**config.mk**
```make
export PLATFORM = sky130hd
export DESIGN_NAME = fuzzy_brake_controller
export DESIGN_NICKNAME = d
export VERILOG_FILES = /design/src/rtl/core/fbc_pkg.sv /design/src/rtl/core/fbc_fuzzify.sv /design/src/rtl/core/fbc_divide.sv /design/src/rtl/core/fuzzy_brake_controller.sv
export SDC_FILE = /design/constraint.sdc
export NUM_CORES = 2
export LEC_CHECK = 0
export ABC_AREA = 1
export BUFFER_PORTS_ARGS = -buffer_cell sky130_fd_sc_hd__buf_4
export CORE_ASPECT_RATIO = 0.75
export CORE_MARGIN = 2
export CORE_UTILIZATION = 60
export DETAILED_ROUTE_END_ITERATION = 10
export GPL_ROUTABILITY_DRIVEN = 0
export PLACE_DENSITY = 0.82
export SLEW_MARGIN = 25
export SYNTH_ARGS = -nofsm -noshare
export SYNTH_HDL_FRONTEND = slang
export SYNTH_SLANG_ARGS = --single-unit
```
**constraint.sdc**
```tcl
create_clock -name aclk -period 31.5 [get_ports aclk]
set_clock_uncertainty 0.05 [all_clocks]
set_input_delay 6.3 -clock aclk [delete_from_list [all_inputs] [get_ports aclk]]
set_output_delay 6.3 -clock aclk [all_outputs]
set_load 0.1 [all_outputs]
```
**src/rtl/core/fbc_pkg.sv**
```systemverilog
`timescale 1ns / 1ps
// ----------------------------------------------------------------------------
// fbc_pkg
// Shared types, constants and helpers of the fuzzy brake controller: field
// widths, register indexes, set breakpoints and brake class codes.
// ----------------------------------------------------------------------------
package fbc_pkg;

    // Field widths of the streams and of the configuration port.
    localparam int XW       = 12;   // distance and speed, unsigned fixed point
    localparam int LEVEL_W  = 11;   // brake level and singleton levels
    localparam int CLASS_W  = 2;    // brake class
    localparam int IDX_W    = 2;    // configuration register index
    localparam int S_DATA_W = 24;   // input item, packed
    localparam int M_DATA_W = 16;   // result item, packed and padded to bytes

    // Defaults of the top-level parameters.
    localparam int DEF_INPUT_FRAC_BITS = 4;
    localparam int DEF_GRADE_BITS      = 8;

    // Configuration register indexes.
    localparam logic [IDX_W-1:0] REG_LEVEL_SOFT     = 2'd0;
    localparam logic [IDX_W-1:0] REG_LEVEL_MODERATE = 2'd1;
    localparam logic [IDX_W-1:0] REG_LEVEL_HARD     = 2'd2;

    // Reset values of the singleton levels, 1/16 units.
    localparam logic [LEVEL_W-1:0] RST_LEVEL_SOFT     = 11'd400;
    localparam logic [LEVEL_W-1:0] RST_LEVEL_MODERATE = 11'd800;
    localparam logic [LEVEL_W-1:0] RST_LEVEL_HARD     = 11'd1600;

    // Set breakpoints in whole units: first corner, spacing and number of
    // ramp segments. Distance: 2/6/10/14 m, speed: 20/40/60 km/h.
    localparam int DIST_BASE  = 2;
    localparam int DIST_STEP  = 4;
    localparam int DIST_SEGS  = 3;
    localparam int SPEED_BASE = 20;
    localparam int SPEED_STEP = 20;
    localparam int SPEED_SEGS = 2;

    // Class thresholds on the exact average, 1/16 units (25.0 and 50.0).
    localparam int CLASS_SOFT_MAX = 400;
    localparam int CLASS_MOD_MAX  = 800;

    // Brake class codes.
    localparam logic [CLASS_W-1:0] CLASS_NONE     = 2'd0;
    localparam logic [CLASS_W-1:0] CLASS_SOFT     = 2'd1;
    localparam logic [CLASS_W-1:0] CLASS_MODERATE = 2'd2;
    localparam logic [CLASS_W-1:0] CLASS_HARD     = 2'd3;

    // Side information that rides along with an item through the divider.
    typedef struct packed {
        logic               zero;   // total grade was zero
        logic [CLASS_W-1:0] cls;    // brake class
    } fbc_side_t;

    // Number of trailing zero bits of a positive constant.
    function automatic int ctz(input int v);
        int   n;
        logic done;
        n    = 0;
        done = 1'b0;
        for (int i = 0; i < 31; i++) begin
            if (!done && !v[i]) begin
                n = n + 1;
            end else begin
                done = 1'b1;
            end
        end
        return n;
    endfunction

endpackage

```
**src/rtl/core/fbc_fuzzify.sv**
```systemverilog
`timescale 1ns / 1ps
// ----------------------------------------------------------------------------
// fbc_fuzzify
// Two-stage fuzzifier for a row of evenly spaced sets: a left shoulder,
// triangles and a right shoulder. The first stage finds the segment and the
// ramp distances, the second scales them to grades with a reciprocal multiply.
// ----------------------------------------------------------------------------
module fbc_fuzzify #(
    parameter int FRAC_BITS  = fbc_pkg::DEF_INPUT_FRAC_BITS,
    parameter int GRADE_BITS = fbc_pkg::DEF_GRADE_BITS,
    parameter int BASE       = fbc_pkg::DIST_BASE,
    parameter int STEP       = fbc_pkg::DIST_STEP,
    parameter int NSEG       = fbc_pkg::DIST_SEGS
) (
    input  logic                                aclk,
    input  logic                                en,
    input  logic [fbc_pkg::XW-1:0]              x,
    output logic [NSEG:0][GRADE_BITS:0]         grade
);

    localparam int GW     = GRADE_BITS + 1;
    // Ramp width is ODD * 2^(FRAC_BITS + P) in input units.
    localparam int P      = fbc_pkg::ctz(STEP);
    localparam int ODD    = STEP >> P;
    localparam int L      = $clog2(ODD);
    localparam int RW     = FRAC_BITS + P + L;
    localparam int YW     = GRADE_BITS + L;
    localparam int SH     = YW + L;
    localparam int MW     = YW + 1;
    localparam int PW     = YW + MW;
    localparam longint unsigned M_VAL =
        ((64'd1 << SH) + 64'(ODD) - 64'd1) / 64'(ODD);
    localparam logic [MW-1:0] M_MULT = MW'(M_VAL);
    localparam int TOP_BP = (BASE + NSEG * STEP) << FRAC_BITS;
    localparam int BPW    = $clog2(TOP_BP + 1);
    localparam int CW     = (BPW > fbc_pkg::XW) ? BPW : fbc_pkg::XW;

    // Breakpoint k in input units.
    function automatic logic [CW-1:0] bp(input int k);
        return CW'((BASE + k * STEP) << FRAC_BITS);
    endfunction

    // Stage A: segment search and ramp distances.
    logic [CW-1:0]          xe;
    logic [NSEG:0]          full_next;
    logic [NSEG-1:0]        seg_next;
    logic [CW-1:0]          lo_sel;
    logic [CW-1:0]          hi_sel;
    logic [CW-1:0]          rise_w;
    logic [CW-1:0]          fall_w;
    logic [RW+GRADE_BITS-1:0] rise_sc;
    logic [RW+GRADE_BITS-1:0] fall_sc;

    always_comb begin
        xe           = CW'(x);
        full_next    = '0;
        full_next[0] = (xe <= bp(0));
        full_next[NSEG] = (xe >= bp(NSEG));
        for (int k = 1; k < NSEG; k++) begin
            full_next[k] = (xe == bp(k));
        end
        lo_sel = '0;
        hi_sel = '0;
        for (int k = 0; k < NSEG; k++) begin
            seg_next[k] = (xe > bp(k)) && (xe < bp(k + 1));
            if (seg_next[k]) begin
                lo_sel = lo_sel | bp(k);
                hi_sel = hi_sel | bp(k + 1);
            end
        end
        rise_w  = xe - lo_sel;
        fall_w  = hi_sel - xe;
        rise_sc = {rise_w[RW-1:0], {GRADE_BITS{1'b0}}};
        fall_sc = {fall_w[RW-1:0], {GRADE_BITS{1'b0}}};
    end

    logic [NSEG:0]   full_a_reg;
    logic [NSEG-1:0] seg_a_reg;
    logic [YW-1:0]   y_rise_reg;
    logic [YW-1:0]   y_fall_reg;

    // The power-of-two part of the ramp width is a plain bit drop.
    always_ff @(posedge aclk) begin
        if (en) begin
            full_a_reg <= full_next;
            seg_a_reg  <= seg_next;
            y_rise_reg <= rise_sc[RW+GRADE_BITS-1 -: YW];
            y_fall_reg <= fall_sc[RW+GRADE_BITS-1 -: YW];
        end
    end

    // Stage B: the odd part of the ramp width by reciprocal multiply.
    logic [PW-1:0] prod_rise;
    logic [PW-1:0] prod_fall;

    assign prod_rise = PW'(y_rise_reg) * PW'(M_MULT);
    assign prod_fall = PW'(y_fall_reg) * PW'(M_MULT);

    logic [NSEG:0]           full_b_reg;
    logic [NSEG-1:0]         seg_b_reg;
    logic [GRADE_BITS-1:0]   q_rise_reg;
    logic [GRADE_BITS-1:0]   q_fall_reg;

    always_ff @(posedge aclk) begin
        if (en) begin
            full_b_reg <= full_a_reg;
            seg_b_reg  <= seg_a_reg;
            q_rise_reg <= prod_rise[SH +: GRADE_BITS];
            q_fall_reg <= prod_fall[SH +: GRADE_BITS];
        end
    end

    // Set k takes the falling ramp of segment k and the rising ramp of k-1.
    always_comb begin
        for (int j = 0; j <= NSEG; j++) begin
            grade[j] = full_b_reg[j] ? {1'b1, {GRADE_BITS{1'b0}}} : '0;
        end
        for (int k = 0; k < NSEG; k++) begin
            if (seg_b_reg[k]) begin
                grade[k]     = grade[k] | GW'(q_fall_reg);
                grade[k + 1] = grade[k + 1] | GW'(q_rise_reg);
            end
        end
    end

endmodule

```
**src/rtl/core/fbc_divide.sv**
```systemverilog
`timescale 1ns / 1ps
// ----------------------------------------------------------------------------
// fbc_divide
// Pipelined restoring divider, one quotient bit per stage. The quotient is
// known to fit QW bits. The quotient is forced to zero when the side flag zero is set.
// ----------------------------------------------------------------------------
module fbc_divide #(
    parameter int NW = 21,
    parameter int DW = 11,
    parameter int QW = fbc_pkg::LEVEL_W
) (
    input  logic                aclk,
    input  logic                aresetn,
    input  logic                en,
    input  logic                in_valid,
    input  logic [NW-1:0]       num,
    input  logic [DW-1:0]       den,
    input  fbc_pkg::fbc_side_t  in_side,
    output logic                out_valid,
    output logic [QW-1:0]       quotient,
    output fbc_pkg::fbc_side_t  out_side
);

    logic               valid_reg [QW];
    logic [QW-1:0]      q_reg     [QW];
    fbc_pkg::fbc_side_t side_reg  [QW];
    logic [NW-1:0]      rem_reg   [QW-1];
    logic [DW-1:0]      den_reg   [QW-1];

    for (genvar i = 0; i < QW; i++) begin : g_stage
        localparam int B = QW - 1 - i;

        logic               v_in;
        logic [NW-1:0]      rem_in;
        logic [DW-1:0]      den_in;
        logic [QW-1:0]      q_in;
        fbc_pkg::fbc_side_t side_in;
        logic [NW-1:0]      trial;
        logic               take;

        if (i == 0) begin : g_first
            assign v_in    = in_valid;
            assign rem_in  = num;
            assign den_in  = den;
            assign q_in    = '0;
            assign side_in = in_side;
        end else begin : g_next
            assign v_in    = valid_reg[i - 1];
            assign rem_in  = rem_reg[i - 1];
            assign den_in  = den_reg[i - 1];
            assign q_in    = q_reg[i - 1];
            assign side_in = side_reg[i - 1];
        end

        // Try the divisor at this bit weight.
        assign trial = NW'(den_in) << B;
        assign take  = (rem_in >= trial);

        always_ff @(posedge aclk) begin
            if (!aresetn) begin
                valid_reg[i] <= 1'b0;
            end else if (en) begin
                valid_reg[i] <= v_in;
            end
        end

        always_ff @(posedge aclk) begin
            if (en) begin
                q_reg[i]    <= q_in | (take ? (QW'(1) << B) : '0);
                side_reg[i] <= side_in;
            end
        end

        if (i < QW - 1) begin : g_carry
            always_ff @(posedge aclk) begin
                if (en) begin
                    rem_reg[i] <= take ? (rem_in - trial) : rem_in;
                    den_reg[i] <= den_in;
                end
            end
        end
    end

    assign out_valid = valid_reg[QW-1];
    assign out_side  = side_reg[QW-1];
    assign quotient  = side_reg[QW-1].zero ? '0 : q_reg[QW-1];

endmodule

```
**src/rtl/core/fuzzy_brake_controller.sv**
```systemverilog
`timescale 1ns / 1ps
// ----------------------------------------------------------------------------
// fuzzy_brake_controller
// Fuzzy brake controller: fuzzifies distance and speed, applies twelve
// min/max rules and defuzzifies by a weighted average of singleton levels.
//
//   Channel   Direction  Handshake             Payload
//   s_        in         s_tvalid / s_tready   distance, speed
//   m_        out        m_tvalid / m_tready   brake level, brake class
//   cfg_      in         cfg_valid / cfg_ready register index, level value
//
// One item is accepted per cycle while the output is not stalled. On its way
// out an item passes two fuzzifier stages, rules, products, sum, class,
// and eleven divider stages, one per quotient bit.
// Reset is synchronous and active low; it clears the valid bits, the input
// skid register and restores the singleton levels.
// A stall on m_tready freezes the whole pipeline; an item accepted in that
// cycle is parked in the input skid register, and s_tready drops until it
// moves on. Configuration writes are taken in every cycle.
// ----------------------------------------------------------------------------
module fuzzy_brake_controller #(
    parameter int INPUT_FRAC_BITS = fbc_pkg::DEF_INPUT_FRAC_BITS,
    parameter int GRADE_BITS      = fbc_pkg::DEF_GRADE_BITS
) (
    input  logic                            aclk,
    input  logic                            aresetn,
    // Input items.
    input  logic                            s_tvalid,
    output logic                            s_tready,
    input  logic [fbc_pkg::S_DATA_W-1:0]    s_tdata,   // distance_q4, speed_q4
    // Result items.
    output logic                            m_tvalid,
    input  logic                            m_tready,
    output logic [fbc_pkg::M_DATA_W-1:0]    m_tdata,   // brake_level, brake_class
    // Configuration writes.
    input  logic                            cfg_valid,
    output logic                            cfg_ready,
    input  logic [fbc_pkg::IDX_W-1:0]       cfg_index,
    input  logic [fbc_pkg::LEVEL_W-1:0]     cfg_data
);

    localparam int XW    = fbc_pkg::XW;
    localparam int LW    = fbc_pkg::LEVEL_W;
    localparam int GW    = GRADE_BITS + 1;
    localparam int TW    = GW + 2;
    localparam int PRW   = GW + LW;
    localparam int NW    = GW + 12;
    localparam int PAD_W = fbc_pkg::M_DATA_W - LW - fbc_pkg::CLASS_W;

    // Configuration registers.
    logic [LW-1:0] level_soft_reg;
    logic [LW-1:0] level_mod_reg;
    logic [LW-1:0] level_hard_reg;

    assign cfg_ready = 1'b1;

    always_ff @(posedge aclk) begin
        if (!aresetn) begin
            level_soft_reg <= fbc_pkg::RST_LEVEL_SOFT;
            level_mod_reg  <= fbc_pkg::RST_LEVEL_MODERATE;
            level_hard_reg <= fbc_pkg::RST_LEVEL_HARD;
        end else if (cfg_valid && cfg_ready) begin
            case (cfg_index)
                fbc_pkg::REG_LEVEL_SOFT:     level_soft_reg <= cfg_data;
                fbc_pkg::REG_LEVEL_MODERATE: level_mod_reg  <= cfg_data;
                fbc_pkg::REG_LEVEL_HARD:     level_hard_reg <= cfg_data;
                default: ;
            endcase
        end
    end

    // Pipeline advance and input skid register.
    logic                          en;
    logic                          s_accept;
    logic                          skid_valid_reg;
    logic [fbc_pkg::S_DATA_W-1:0]  skid_data_reg;
    logic                          feed_valid;
    logic [fbc_pkg::S_DATA_W-1:0]  feed_data;

    assign en         = !m_tvalid || m_tready;
    assign s_tready   = !skid_valid_reg;
    assign s_accept   = s_tvalid && s_tready;
    assign feed_valid = skid_valid_reg || s_accept;
    assign feed_data  = skid_valid_reg ? skid_data_reg : s_tdata;

    always_ff @(posedge aclk) begin
        if (!aresetn) begin
            skid_valid_reg <= 1'b0;
        end else if (en) begin
            skid_valid_reg <= 1'b0;
        end else if (s_accept) begin
            skid_valid_reg <= 1'b1;
        end
    end

    always_ff @(posedge aclk) begin
        if (!en && s_accept) begin
            skid_data_reg <= s_tdata;
        end
    end

    // Valid bits of the stages ahead of the divider.
    logic [5:0] valid_reg;

    always_ff @(posedge aclk) begin
        if (!aresetn) begin
            valid_reg <= '0;
        end else if (en) begin
            valid_reg <= {valid_reg[4:0], feed_valid};
        end
    end

    // Stages 1 and 2: fuzzification.
    logic [fbc_pkg::DIST_SEGS:0][GW-1:0]  d_grade;
    logic [fbc_pkg::SPEED_SEGS:0][GW-1:0] s_grade;

    fbc_fuzzify #(
        .FRAC_BITS  (INPUT_FRAC_BITS),
        .GRADE_BITS (GRADE_BITS),
        .BASE       (fbc_pkg::DIST_BASE),
        .STEP       (fbc_pkg::DIST_STEP),
        .NSEG       (fbc_pkg::DIST_SEGS)
    ) u_fuzz_dist (
        .aclk  (aclk),
        .en    (en),
        .x     (feed_data[XW-1:0]),
        .grade (d_grade)
    );

    fbc_fuzzify #(
        .FRAC_BITS  (INPUT_FRAC_BITS),
        .GRADE_BITS (GRADE_BITS),
        .BASE       (fbc_pkg::SPEED_BASE),
        .STEP       (fbc_pkg::SPEED_STEP),
        .NSEG       (fbc_pkg::SPEED_SEGS)
    ) u_fuzz_speed (
        .aclk  (aclk),
        .en    (en),
        .x     (feed_data[2*XW-1:XW]),
        .grade (s_grade)
    );

    function automatic logic [GW-1:0] gmin(input logic [GW-1:0] a, input logic [GW-1:0] b);
        return (a < b) ? a : b;
    endfunction

    function automatic logic [GW-1:0] gmax(input logic [GW-1:0] a, input logic [GW-1:0] b);
        return (a > b) ? a : b;
    endfunction

    // Stage 3: rule firing and aggregation per braking set.
    logic [GW-1:0] d_short, d_med, d_long, d_vlong;
    logic [GW-1:0] s_low, s_med, s_high;
    logic [GW-1:0] g_none_reg, g_soft_reg, g_mod_reg, g_hard_reg;

    assign d_short = d_grade[0];
    assign d_med   = d_grade[1];
    assign d_long  = d_grade[2];
    assign d_vlong = d_grade[3];
    assign s_low   = s_grade[0];
    assign s_med   = s_grade[1];
    assign s_high  = s_grade[2];

    always_ff @(posedge aclk) begin
        if (en) begin
            g_none_reg <= gmax(gmin(s_low, d_long),
                          gmax(gmin(s_low, d_vlong), gmin(s_med, d_vlong)));
            g_soft_reg <= gmax(gmin(s_low, d_med),
                          gmax(gmin(s_med, d_long), gmin(s_high, d_vlong)));
            g_mod_reg  <= gmax(gmin(s_low, d_short),
                          gmax(gmin(s_med, d_med), gmin(s_high, d_long)));
            g_hard_reg <= gmax(gmin(s_med, d_short),
                          gmax(gmin(s_high, d_short), gmin(s_high, d_med)));
        end
    end

    // Stage 4: total grade and weighted singleton products.
    logic [TW-1:0]  total_reg;
    logic [PRW-1:0] p_soft_reg, p_mod_reg, p_hard_reg;

    always_ff @(posedge aclk) begin
        if (en) begin
            total_reg  <= TW'(g_none_reg) + TW'(g_soft_reg) + TW'(g_mod_reg)
                        + TW'(g_hard_reg);
            p_soft_reg <= PRW'(g_soft_reg) * PRW'(level_soft_reg);
            p_mod_reg  <= PRW'(g_mod_reg) * PRW'(level_mod_reg);
            p_hard_reg <= PRW'(g_hard_reg) * PRW'(level_hard_reg);
        end
    end

    // Stage 5: numerator of the weighted average.
    logic [NW-1:0] num_reg;
    logic [TW-1:0] total5_reg;

    always_ff @(posedge aclk) begin
        if (en) begin
            num_reg    <= NW'(p_soft_reg) + NW'(p_mod_reg) + NW'(p_hard_reg);
            total5_reg <= total_reg;
        end
    end

    // Stage 6: brake class from the exact quotient against the thresholds.
    logic [NW-1:0]      t_soft;
    logic [NW-1:0]      t_mod;
    fbc_pkg::fbc_side_t side_next;
    logic [NW-1:0]      div_num_reg;
    logic [TW-1:0]      div_den_reg;
    fbc_pkg::fbc_side_t div_side_reg;

    assign t_soft = NW'(total5_reg) * NW'(fbc_pkg::CLASS_SOFT_MAX);
    assign t_mod  = NW'(total5_reg) * NW'(fbc_pkg::CLASS_MOD_MAX);

    always_comb begin
        side_next.zero = (total5_reg == '0);
        if (side_next.zero || num_reg == '0) begin
            side_next.cls = fbc_pkg::CLASS_NONE;
        end else if (num_reg <= t_soft) begin
            side_next.cls = fbc_pkg::CLASS_SOFT;
        end else if (num_reg <= t_mod) begin
            side_next.cls = fbc_pkg::CLASS_MODERATE;
        end else begin
            side_next.cls = fbc_pkg::CLASS_HARD;
        end
    end

    always_ff @(posedge aclk) begin
        if (en) begin
            div_num_reg  <= num_reg;
            div_den_reg  <= total5_reg;
            div_side_reg <= side_next;
        end
    end

    // Stages 7 to 17: quotient, one bit per stage; the last stage is the
    // output register.
    logic               out_valid;
    logic [LW-1:0]      out_level;
    fbc_pkg::fbc_side_t out_side;

    fbc_divide #(
        .NW (NW),
        .DW (TW),
        .QW (LW)
    ) u_divide (
        .aclk      (aclk),
        .aresetn   (aresetn),
        .en        (en),
        .in_valid  (valid_reg[5]),
        .num       (div_num_reg),
        .den       (div_den_reg),
        .in_side   (div_side_reg),
        .out_valid (out_valid),
        .quotient  (out_level),
        .out_side  (out_side)
    );

    assign m_tvalid = out_valid;
    assign m_tdata  = {{PAD_W{1'b0}}, out_side.cls, out_level};

    // A result of class none always carries a zero level.
    a_none_is_zero: assert property (@(posedge aclk) disable iff (!aresetn)
        (out_valid && out_side.cls == fbc_pkg::CLASS_NONE) |-> (out_level == '0))
        else $error("class none with a nonzero brake level");

    // A truncated level above the soft threshold means the exact one is too.
    a_level_class: assert property (@(posedge aclk) disable iff (!aresetn)
        (out_valid && out_level > LW'(fbc_pkg::CLASS_SOFT_MAX))
        |-> (out_side.cls == fbc_pkg::CLASS_MODERATE ||
             out_side.cls == fbc_pkg::CLASS_HARD))
        else $error("brake class below level");

    // An item taken during a stall must be parked in the skid register.
    a_skid_park: assert property (@(posedge aclk) disable iff (!aresetn)
        (s_accept && !en) |=> skid_valid_reg)
        else $error("item accepted during stall was dropped");

    // A parked item leaves the skid register as soon as the pipeline moves.
    a_skid_drain: assert property (@(posedge aclk) disable iff (!aresetn)
        (skid_valid_reg && en) |=> (!skid_valid_reg && valid_reg[0]))
        else $error("parked item did not enter the pipeline");

endmodule
```
==> impl_metrics.ini <==
[routing]
drt-initial-drc-count = 5344
via_per_inst = 5.77
drtPass1Iterations = 7
drt-total-wl_um = 130000
vias = 42400
wire_per_inst_um = 17.7
drtAntennaViolNets = 0
drc = 0

[cells_and_area]
multiInputGateArea_um2 = 28600
area_delta_synth_final_pct = 7.37
regArea_um2 = 22000
fin_nets = 6960
largest_register_ffs = 210
drive_above_1_share_pct = 4.11
fillers = 6941
final_cell_count_no_fill = 7360
final_area_um2 = 59100

[worst_setup_path]
critPathRequiredTime_ns = 31.72
end_kind = register
critPathMaxFanout = 199
arrival_ns = 9.52
reg2reg_setup_slack_ns = 25.26
path_class = primary input to register
cp-start-kind = primary input

[clocking]
clock_path_buffers = 3
clkSinkCount = 747
cts_tree = built
post_cts_resize_count = 0
clk_pin_slew_ns = 0.06
clockRootBuffer = clkbuf_16
numCtsBuffers = 76
cts_hold_buffers = 0
htree_levels = 3
post_cts_buffers = 0
clk_latency_ns = 0.69

[yosys]
yosys-top-cells-count = nand2_1 (1431), inv_1 (1029), edfxtp_1 (706)
synth_seq_area_share_pct = 40.0
synth.most_common_cell = nand2_1
synthArstFlopShare_pct = 0
syn_avg_cell_area_um2 = 9.10
synth_top_area_share_pct = 38.5
syn_area_um2 = 55000
synth-seq-cells = 747
synth_cells = 6046
synthFlopType = edfxtp_1
ys_warn_count = 0
synth_edf_count = 706
synth_area_leaders = edfxtp_1 (39%), ha_1 (13%), fa_1 (11%), nand2_1 (9.8%), inv_1 (7.0%)
synth_top_area_cell = edfxtp_1
yosysUniqueCellTypes = 59

[place]
dpl-instance-area_um2 = 56500
portBuffers = 56
dp.cells = 7225
hpwl_um = 100000

[timing]
worstMarginPinSlew_ns = 1.08
finalSetupViolations = 0
fin_setup_tns_ns = 0
hold_viol_final = 0
grt_setup_unrepaired = no
slew_headroom_pct = 28.3
period_share_pct = 29.5
finalCriticalPeriod_ns = 9.30
fmax_mhz = 108
finalMaxSlewViolations = 0

[die]
die_w_um = 354
die_height_um = 266
placeableCoreArea_um2 = 91200
rows = 96
io_pins = 61
die_area_um2 = 94100
initial_core_util_pct = 60.3

[global_route]
grt_antenna_before_repair = 2
overflow = 0
grt_use_total_pct = 28.0
grt_pass1_wl_um = 212000
grt_pass1_vias = 41400
grt_max_degree = 200

[worst_hold_path]
hold_path.class = register to register

[status]
status = finished clean

[run]
maxCapViolations = 0
## routing by layer
metal  GRT usage, %  part of all wire [%]
met4           9.48                   3.7
met3           6.53                    10
met1           38.4                    42
met2           43.9                    44
met5              0                 0.010
## layout by cell type (no fill, tap or decap), types with 5 or more instances in the layout
cell type,count
nand2_1,1431
inv_1,1028
edfxtp_1,706
ha_1,550
nor2_1,346
nand3_1,345
a21oi_1,317
fa_1,290
o21ai_0,232
xor2_1,126
xnor2_1,80
clkbuf_16,79
buf_4,63
nor3_1,60
nand4_1,51
dfxtp_1,41
a21o_1,33
and2_1,28
nor4_1,23
nand3b_1,23
o21ai_1,21
nand2_2,20
o21bai_1,19
a31oi_1,18
a211oi_1,14
or2_2,14
o211ai_1,14
clkinv_1,14
clkbuf_1,14
o21a_1,13
o22ai_1,11
clkinv_2,10
inv_2,8
bufinv_16,8
a21boi_0,7
nor2_4,6
o31ai_1,6
nor3_2,6
nand3_2,5
## cell families (layout without fill, tap and decap cells)
group / Yosys count / count (layout) / share of synthesized area [%]
and+or+nand+nor: 2379 / 2379 / 18.3
buffers and inverters: 1153 / 1238 / 8.08
adders and majority gates: 840 / 840 / 23.1
DFF: 747 / 747 / 40.0
AOI/OAI and AO/OA: 719 / 719 / 7.25
xor gates and xnor gates: 206 / 206 / 3.28
other: 2 / 6 / 0.0137
## critical path, stage by stage
cell,delay [ns]
buf_4,0.08
nor2_1,0.09
inv_8,0.40
buf_6,0.67
buf_4,0.90
buf_12,0.73
## final cells by class
class	count	area share (%)
diodes	2	0.00848
well taps	1225	2.60
inverters	1040	6.62
multi-input cells	4148	48.4
clock buffers	94	3.45
clock inverters	39	0.816
repair buffers	65	0.854
flip-flops and latches	747	37.3
## stage by stage
| step | hold slack (ns) | setup WS (ns) | util, % |
|---|---|---|---|
| finish | 0.362 | 22.20 | 64.8 |
| global route | 0.369 | 21.98 | 64.8 |
| CTS | 0.364 | 21.99 | 64.8 |
| global placement | 0.350 | 21.40 | 62.0 |
| floorplan | 0.350 | 5.29 | - |
| detailed placement | 0.355 | 21.28 | 62.0 |
## final timing paths
check	endpoint	cells past startpoint	startpoint
worst max-delay path	u_divide.q_reg[7][5]	6	m_tready
worst max register to register	g_none_reg[0]	28	u_fuzz_speed.seg_b_reg[0]
worst min-delay path	u_fuzz_dist.q_fall_reg[6]	0	u_fuzz_dist.y_fall_reg[6]
worst min register to register	u_fuzz_dist.q_fall_reg[6]	0	u_fuzz_dist.y_fall_reg[6]
Power is not shown: default switching activity piles up to over one toggle a cycle in this logic, so the estimate is an artifact.
